[config.mk]
export PLATFORM = sky130hd
export DESIGN_NAME = krel_cell
export DESIGN_NICKNAME = d
export VERILOG_FILES = /design/src/sv/krel_pkg.sv /design/src/sv/krel_cell.sv
export SDC_FILE = /design/constraint.sdc
export NUM_CORES = 2
export LEC_CHECK = 0
export BUFFER_PORTS_ARGS = -buffer_cell sky130_fd_sc_hd__buf_2
export CAP_MARGIN = 0
export CORE_MARGIN = 1
export CORE_UTILIZATION = 44
export DETAILED_ROUTE_END_ITERATION = 12
export GPL_ROUTABILITY_DRIVEN = 0
export GPL_TIMING_DRIVEN = 1
export PLACE_DENSITY_LB_ADDON = 0.15
export SLEW_MARGIN = 20
export SYNTH_ARGS = -nofsm -noshare
export SYNTH_HDL_FRONTEND = slang
export SYNTH_SLANG_ARGS = --single-unit
[constraint.sdc]
create_clock -name clk -period 24.2 [get_ports clk]
set_input_delay 3.63 -clock clk [delete_from_list [all_inputs] [get_ports clk]]
set_output_delay 3.63 -clock clk [all_outputs]
set_load 0.05 [all_outputs]
[src/sv/krel_pkg.sv]
// ----------------------------------------------------------------------------
// krel_pkg
// Shared constants and types for the K-out-of-N reliability block.
// ----------------------------------------------------------------------------
package krel_pkg;

    // Probability words are unsigned Q1.31, so 1.0 is 2^31.
    localparam int unsigned PROB_W = 32;
    localparam int unsigned FRAC_W = 31;
    localparam logic [PROB_W-1:0] Q_ONE  = 32'h8000_0000;
    localparam logic [PROB_W-1:0] Q_HALF = 32'h4000_0000;

    // Width of the min_working configuration register.
    localparam int unsigned CFG_W = 6;

    // Control broadcast from the top level to every cell in the row.
    typedef struct packed {
        logic update;   // an item is accepted this cycle
        logic zeroed;   // the stored levels read as zero (new system)
    } krel_ctrl_t;

endpackage

[src/sv/krel_cell.sv]
// ----------------------------------------------------------------------------
// krel_cell
// One cell of the row: holds P_j and mixes it toward its lower neighbor.
// ----------------------------------------------------------------------------
module krel_cell
    import krel_pkg::*;
(
    input  logic              clk,
    input  krel_ctrl_t        ctrl,
    input  logic [PROB_W-1:0] p,
    input  logic [PROB_W-1:0] below,
    output logic [PROB_W-1:0] level,
    output logic [PROB_W-1:0] held
);

    localparam int unsigned DIFF_W = PROB_W + 1;
    localparam int unsigned ACC_W  = 2 * DIFF_W;

    logic [PROB_W-1:0]       held_reg;
    logic [PROB_W-1:0]       held_next;
    logic [PROB_W-1:0]       here;
    logic signed [DIFF_W-1:0] diff;
    logic signed [ACC_W-1:0]  acc;
    logic [PROB_W-1:0]       mix;

    // The stored level counts as zero once a system has been closed.
    assign here  = ctrl.zeroed ? '0 : held_reg;
    assign level = here;
    assign held  = held_reg;

    // new = (here * 2^31 + p * (below - here) + 2^30) >> 31, one multiply.
    always_comb
    begin
        diff = $signed({1'b0, below}) - $signed({1'b0, here});
        acc  = $signed({{(ACC_W - PROB_W - FRAC_W){1'b0}}, here, {FRAC_W{1'b0}}})
             + diff * $signed({1'b0, p})
             + $signed(ACC_W'(Q_HALF));
        mix  = acc[FRAC_W +: PROB_W];
        held_next = ctrl.update ? mix : held_reg;
    end

    // Level register.
    always_ff @(posedge clk)
    begin
        held_reg <= held_next;
    end

endmodule

==> results.cfg <==
[run_status]
status = finished clean

[placed_design]
port_buffers = 130
place_ws_ns = 8.189
dp_hpwl_mm = 87.84

[drt]
drt_wl_total_mm = 115.3
drc = 0
viasPerCell = 5.102
drt-pass1-iter-count = 5
wire_per_inst_um = 21.21
final_antenna_net_count = 0
drtIter0Drc = 1687
vias = 27728

[timing]
hold_violations = 0
fin_crit_ns = 15.74
rsz0062_at_grt = false
setup_slack_ns = 8.459
finalSetupViolCount = 0
worst_pin_slew_ns = 0.9948
period_share = 0.6505
max_freq_mhz = 63.53
drv_slew = 0
holdWs_ns = 1.412
relSlewSlack = 0.3368
fin_skew_ns = 0.006970
setup_tns_ns = 0

[cells_and_area]
syn2layout_area_growth_pct = 5.341
layout_commonest_cell = fa_1
multiInputGateArea_um2 = 34720
seq_area_um2 = 960.9
mostFrequentLayoutCells = fa_1 (1103), inv_1 (1083), and2_1 (584)
fill_cells = 8808
fin_util = 0.4697
largest_reg_flops = 32
drive_gt1_frac = 0.05805
nets = 5664

[global_routing]
grt_pass1_wl_mm = 185.1
antenna_found_initial = 11
grt-ovfl-total = 0
gr-usage-all-layers = 0.2644
grt_start_max_net_pins = 66
grt_pass1_vias = 30818

[worst_setup_path]
cp_slowest_stage_delay_ns = 1.07
worstRegToRegCells = 37
worstPathRequired_ns = 24.27
r2r_slack_ns = 11.91
cp_max_fo = 32
worstSetupPathType = input port to flip-flop
timing.rr.start = held[0]
r2r_end = held[31]
arrival_ns = 15.81
crit_slowest_cell = fa_1
cp-start-kind = input port
crit_top_cell = fa_1
cp-end-kind = flip-flop

[synth]
ys_types = 58
synthTopCellsByArea = fa_1 (55%), inv_1 (10%), and2_1 (9.1%)
synthFlopType = edfxtp_1
yosys_warnings = 0
ys_ff_latch = 32
syn_area_um2 = 40320
synth_top_area_frac = 0.5477
synthCells = 4271
syn_area_per_cell_um2 = 9.440
ys_seq_area_frac = 0.02383
syn_nets = 5680
synth.largest_area_cell = fa_1
async_flop_share = 0
synth_edf_count = 32

[clock_tree]
cts_tree = yes
htree_levels = 2
numClockSinks = 32
ctsResizeCount = 0
cts_made_buffers = 5
cts_buffer_depth = 2
insertion_delay_ns = 0.33
cts_hold_buf = 0
post_cts_buffers = 0
root_buffer = clkbuf_16
clk_pin_slew_worst_paths_ns = 0.06

[worst_hold_path]
min_from = held[31]
hp-class = flip-flop to flip-flop
whs_endpoint = held[31]
hold_path_depth = 6

[floorplan]
rows = 110
coreArea_um2 = 90420
die_x_um = 304.7
start_util = 0.4459
io_pins = 131
die_y_um = 304.7
dieArea_um2 = 92850

[run]
cap_violations = 0
==> worst max-delay path: cells and delay by family <==
family,cells,cell delay [ns]
AOI/OAI and AO/OA,12,3.43
xor gates and xnor gates,2,0.43
adders and majority gates,10,5.64
buffers and inverters,7,1.61
and+or+nand+nor,6,1.00
==> cell families (layout without fill, tap and decap cells) <==
family | count (synthesis) | count (layout) | synth area share
AOI/OAI and AO/OA | 214 | 214 | 0.03615
xor gates and xnor gates | 91 | 91 | 0.02011
adders and majority gates | 1352 | 1352 | 0.6243
buffers and inverters | 1297 | 1281 | 0.1210
DFF | 32 | 32 | 0.02383
muxes | 32 | 32 | 0.008255
other | 0 | 4 | 0
and+or+nand+nor | 1253 | 1253 | 0.1664
==> per-stage QoR <==
step	cell area (um^2)	cells
finish	42470	5435
global route	42460	5432
global placement	42330	5424
detailed placement	42330	5424
CTS	42460	5431
floorplan	40320	4271
==> worst max-delay path by stage <==
| stage | from | endpoint |
|---|---|---|
| detailed placement | ctrl[0] | held[16] |
| CTS | ctrl[0] | held[16] |
| floorplan | ctrl[0] | held[31] |
| global placement | ctrl[0] | held[16] |
| global route | ctrl[0] | held[31] |
| finish | ctrl[0] | held[31] |
==> Yosys cell counts, drive strengths merged (14+ instances only) <==
| cell type | count |
|---|---|
| fa | 1103 |
| inv | 1083 |
| and2 | 584 |
| nand2 | 409 |
| ha | 239 |
| clkbuf | 206 |
| nand2b | 100 |
| nor2b | 72 |
| a21oi | 71 |
| xnor2 | 63 |
| nor2 | 38 |
| edfxtp | 32 |
| o21ai | 32 |
| a21o | 30 |
| xor2 | 27 |
| mux2i | 22 |
| o21bai | 16 |
| o21a | 14 |
==> cell type report <==
class,instances,share of cell area
Clock inverter,2,0.0001768
Sequential cell,32,0.02262
Antenna cell,4,0.0002357
Tap cell,1176,0.03464
Timing Repair Buffer,191,0.02610
Clock buffer,5,0.002946
Inverter,1083,0.09571
Multi-Input combinational cell,2942,0.8176
==> layer usage <==
metal  vias to the layer above  wire length [um]  global-route usage
li1                      12177                 -                   -
met3                       130              6894             0.03366
met2                       765             54580              0.4302
met5                         -                 0                   0
met1                     14656             50850              0.3755
met4                         0              2963             0.06483
Power is not shown: default switching activity piles up to over one toggle a cycle in this logic, so the estimate is an artifact.
