--- src/sv/krel_pkg.sv ---
// ----------------------------------------------------------------------------
// krel_pkg
// Shared constants and types for the K-out-of-N reliability block.
// ----------------------------------------------------------------------------
package krel_pkg;

    // Probability words are unsigned Q1.31, so 1.0 is 2^31.
    localparam int unsigned PROB_W = 32;
    localparam int unsigned FRAC_W = 31;
    localparam logic [PROB_W-1:0] Q_ONE  = 32'h8000_0000;
    localparam logic [PROB_W-1:0] Q_HALF = 32'h4000_0000;

    // Width of the min_working configuration register.
    localparam int unsigned CFG_W = 6;

    // Control broadcast from the top level to every cell in the row.
    typedef struct packed {
        logic update;   // an item is accepted this cycle
        logic zeroed;   // the stored levels read as zero (new system)
    } krel_ctrl_t;

endpackage

--- src/sv/krel_out.sv ---
// ----------------------------------------------------------------------------
// krel_out
// Result stage: picks P_K from the closed row and holds it for the receiver.
// ----------------------------------------------------------------------------
module krel_out
    import krel_pkg::*;
#(
    parameter int MAX_K = 32,
    parameter int IW    = 5
)
(
    input  logic                         clk,
    input  logic                         rst_n,
    input  logic                         take,
    input  logic                         take_one,
    input  logic [IW-1:0]                take_idx,
    input  logic [MAX_K-1:0][PROB_W-1:0] held,
    input  logic                         result_stall,
    output logic                         result_valid,
    output logic [PROB_W-1:0]            system_reliability,
    output logic                         hold_input
);

    logic              pend_reg;
    logic              pend_next;
    logic              one_reg;
    logic              one_next;
    logic [IW-1:0]     idx_reg;
    logic [IW-1:0]     idx_next;
    logic              valid_reg;
    logic              valid_next;
    logic [PROB_W-1:0] data_reg;
    logic [PROB_W-1:0] data_next;
    logic              move;
    logic [PROB_W-1:0] picked;

    // A closed system moves out when the output register is free or draining.
    assign move       = pend_reg && (!valid_reg || !result_stall);
    assign hold_input = pend_reg && !move;

    // Tap selection, with K of zero giving P_0 and a cap at one.
    always_comb
    begin
        if (one_reg)
        begin
            picked = Q_ONE;
        end
        else if (held[idx_reg] > Q_ONE)
        begin
            picked = Q_ONE;
        end
        else
        begin
            picked = held[idx_reg];
        end
    end

    // Next state for the pending flag and the output register.
    always_comb
    begin
        pend_next  = pend_reg;
        one_next   = one_reg;
        idx_next   = idx_reg;
        valid_next = valid_reg;
        data_next  = data_reg;
        if (take)
        begin
            pend_next = 1'b1;
            one_next  = take_one;
            idx_next  = take_idx;
        end
        else if (move)
        begin
            pend_next = 1'b0;
        end
        if (move)
        begin
            valid_next = 1'b1;
            data_next  = picked;
        end
        else if (!result_stall)
        begin
            valid_next = 1'b0;
        end
    end

    // Control registers.
    always_ff @(posedge clk or negedge rst_n)
    begin
        if (!rst_n)
        begin
            pend_reg  <= 1'b0;
            valid_reg <= 1'b0;
        end
        else
        begin
            pend_reg  <= pend_next;
            valid_reg <= valid_next;
        end
    end

    // Payload registers.
    always_ff @(posedge clk)
    begin
        one_reg  <= one_next;
        idx_reg  <= idx_next;
        data_reg <= data_next;
    end

    assign result_valid       = valid_reg;
    assign system_reliability = data_reg;

endmodule

--- config.mk ---
export PLATFORM = sky130hd
export DESIGN_NAME = krel_out
export DESIGN_NICKNAME = d
export VERILOG_FILES = /design/src/sv/krel_pkg.sv /design/src/sv/krel_out.sv
export SDC_FILE = /design/constraint.sdc
export NUM_CORES = 1
export LEC_CHECK = 0
export ABC_AREA = 1
export BUFFER_PORTS_ARGS = -buffer_cell sky130_fd_sc_hd__buf_2
export CORE_AREA = 2 2 410 412
export DETAILED_ROUTE_END_ITERATION = 10
export DIE_AREA = 0 0 412 414
export PLACE_DENSITY = 0.3
export SLEW_MARGIN = 20
export SYNTH_ARGS = -nofsm -noshare
export SYNTH_HDL_FRONTEND = slang
export SYNTH_SLANG_ARGS = --single-unit
--- constraint.sdc ---
create_clock -name clk -period 3 [get_ports clk]
set_clock_uncertainty 0.2 [all_clocks]
set_input_delay 0.3 -clock clk [delete_from_list [all_inputs] [get_ports clk]]
set_output_delay 0.3 -clock clk [all_outputs]
set_load 0.03 [all_outputs]
==> results.yml <==
status:
  outcome: "finished, violations left"
  violations: "negative setup slack"
power:
  clkPwrFrac_pct: 9.0
  power_density_nw_per_um2: 271
  max-vdd-ir-drop_v: 0.000234
  power_leakage_nw: 12.1
  p_int_mw: 3.11
  seq_power_share_pct: 10.9
  power_mw: 6.51
  combPwrFrac_pct: 80.1
  swShare_pct: 52.2
  power_switching_mw: 3.40
drt:
  first_pass_iters: 5
  vias_per_cell: 3.76
  vias: 22100
  drt-initial-drc-count: 1507
  route.detailed.drc: 0
  wl_per_cell_um: 26.1
  drt-total-wl_um: 153000
  ant_nets: 0
worst_hold_path:
  min_path_type: "input port to flip-flop"
  hold_depth: 1
timing:
  setup_viol: 31
  rsz0062_at_grt: "true"
  finalHoldViolations: 0
  holdWs_ns: 0.0647
  relSlewSlack_pct: 68.6
  setup_slack_ns: -0.163
  clock.fmax_ghz: 0.316
  slew_viol_final: 0
  worstMarginPinSlew_ns: 0.469
  min_period_ns: 3.16
  period_share_pct: 105
grt:
  overflow: 0
  antenna_found_initial: 98
  grt_max_degree: 42
  grt.total_usage_pct: 17.2
  grt_first_pass_wirelength_um: 201000
  grt_pass1_vias: 22800
setup_path:
  crit_fanout: 20
  critPathCaptureType: "flip-flop"
  cp.arrival_ns: 3.11
  path_depth: 19
  reg2reg_depth: 19
  cp_common_cell: "nand2_1"
  crit_path_start_kind: "flip-flop"
  critical_path_buf_inv_count: 6
  cpLargestDelayFamily: "buffers and inverters"
  path_class: "flip-flop to flip-flop"
  crit_chain: "buf_12 > buf_16 > buf_12 > bufbuf_16 > nand2_1 > nand3_1 > nand3_2 > nand2_1 > nand2_1 > nand2_1 > nand2_1 > nand2_2 > buf_12 > nor2_4 > nand3_2 > nor2_2 > nand3_4 > buf_12 > a21oi_1"
  required_ns: 2.94
  crit_slowest_cell: "edfxtp_1"
  cpPeakStageDelay_ns: 0.47
placement:
  port_buffers: 1067
  gp_congestion: 0.919
  post-place-cells: 5784
  dpl.hpwl_um: 129000
final_layout:
  fin_nets: 4689
  drive_gt1_share_pct: 45.5
  syn2layout_area_growth_pct: 106
  largest_reg_flops: 32
  fin_cells: 5883
synth:
  synthCells: 2456
  ys_types: 21
  syn_area_per_cell_um2: 4.74
  seq_area_frac_synth_pct: 10.2
  yosys_warnings: 0
  synth_seq_cells: 40
  syn_nets: 3490
  netlist_area_um2: 11600
clocking:
  ctsRootBufferMaster: "clkbuf_16"
  insertion_delay_ns: 0.29
  cts.sinks: 40
  cts_buffer_depth: 2
  clk_pin_slew_ns: 0.07
  numCtsBuffers: 5
  htreeDepth: 2
  cts_tree: "done"
floorplanning:
  start_util_pct: 6.99
  die_h_um: 414
  die_area_um2: 171000
  die_w_um: 412
  core_um2: 166000
  fp-row-count: 150
  ios: 1068
flow_run:
  drv_cap: 0
-- cell type report --
type	instances	area, um2
Antenna cell	23	57.6
Clock buffer	6	139
Clock inverter	2	15.0
Fill cell	20100	142000
Inverter	10	87.6
Multi-Input combinational cell	2183	10400
Sequential cell	40	1190
Tap cell	2204	2760
Timing Repair Buffer	1411	9290
Timing Repair inverter	4	63.8
-- final timing paths --
path	startpoint	endpoint	slack [ns]
max in group asynchronous	rst_n	result_valid	2.38
min in group asynchronous	rst_n	pend_reg	0.12
setup reg to reg	idx_reg[0]	system_reliability[17]	-0.16
hold reg to reg	pend_reg	result_valid	0.31
hold / removal	take_idx[0]	idx_reg[0]	0.06
setup / recovery	idx_reg[0]	system_reliability[17]	-0.16
-- synthesized netlist by cell type, drive strengths merged --
library cell	number	area share [%]
o31ai	7	0.45
nand2	1268	41
o21ai	30	1.3
a21oi	56	2.4
o211ai	1	0.065
o221ai	7	0.53
clkinv	1	0.032
buf	158	7.1
nand3	771	33
inv	9	0.31
edfxtp	38	9.8
clkbuf	65	2.1
or2	1	0.054
nor2	42	1.4
dfrtp	2	0.43
-- placed cells by master, fill, tap and decap left out, types with 2 or more instances in the layout --
master / instances
nand2_1: 1160
buf_2: 1067
nand3_1: 677
buf_4: 226
nand2_2: 92
nand3_2: 85
buf_12: 54
a21oi_1: 39
edfxtp_1: 38
nor2_1: 34
buf_6: 30
diode_2: 23
o21ai_0: 22
nand2_4: 16
a21oi_2: 15
buf_16: 15
nand3_4: 9
bufbuf_16: 9
o221ai_1: 7
nor2_4: 5
o31ai_1: 5
clkbuf_16: 5
dlygate4sd3_1: 5
buf_8: 5
o21ai_2: 4
inv_2: 3
nor2_2: 3
inv_1: 3
o21ai_4: 3
a21oi_4: 2
inv_16: 2
clkinvlp_4: 2
inv_12: 2
dfrtp_1: 2
-- timing repair --
action / 4_1_cts / 5_1_grt
endpoints found under the hold margin: 6 / 0
resized for setup: 329 / 15
endpoints found under the setup margin: 32 / 32
pin swaps: 59 / 0
hold buffers: 5 / 0
gates cloned: 18 / 0
buffers inserted: 46 / 2
-- metal layers --
metal / vias to the layer above / share of wire (%) / GRT usage, %
met4: 44 / 1.6 / 2.44
met5: - / 0.16 / 0
met3: 177 / 4.8 / 2.21
met2: 860 / 50 / 31.3
met1: 10500 / 43 / 21.8
li1: 10500 / - / -
-- per-stage QoR --
| step | setup slack [ns] | instance area (um2) | utilization (%) | TNS, ns |
|---|---|---|---|---|
| 5_1_grt | -0.337 | 24000 | 14.4 | -9.25 |
| 4_1_cts | -0.204 | 23900 | 14.4 | -5.44 |
| 2_1_floorplan | 0.260 | 11600 | - | 0 |
| 6_report | -0.163 | 24000 | 14.4 | -4.33 |
| 3_3_place_gp | -1.15 | 21500 | 12.9 | -34.69 |
| 3_5_place_dp | -1.11 | 21500 | 12.9 | -33.35 |
-- power groups by stage --
| stage | Clock, mW | Sequential, mW | Combinational [mW] |
|---|---|---|---|
| 3_3_place_gp | 0 | 0.725 | 4.68 |
| 3_5_place_dp | 0 | 0.724 | 4.64 |
| 5_1_grt | 0.625 | 0.713 | 5.67 |
| 6_report | 0.588 | 0.708 | 5.22 |
| 2_1_floorplan | 0 | 0.806 | 1.73 |
| 4_1_cts | 0.601 | 0.710 | 5.33 |
-- logic make-up after synthesis --
logic type             synth area share, %
DFF                                   10.2
AOI/OAI and AO/OA                     4.74
buffers and inverters                 9.50
and+or+nand+nor                       75.5
Power figures use the tool's default switching activity.
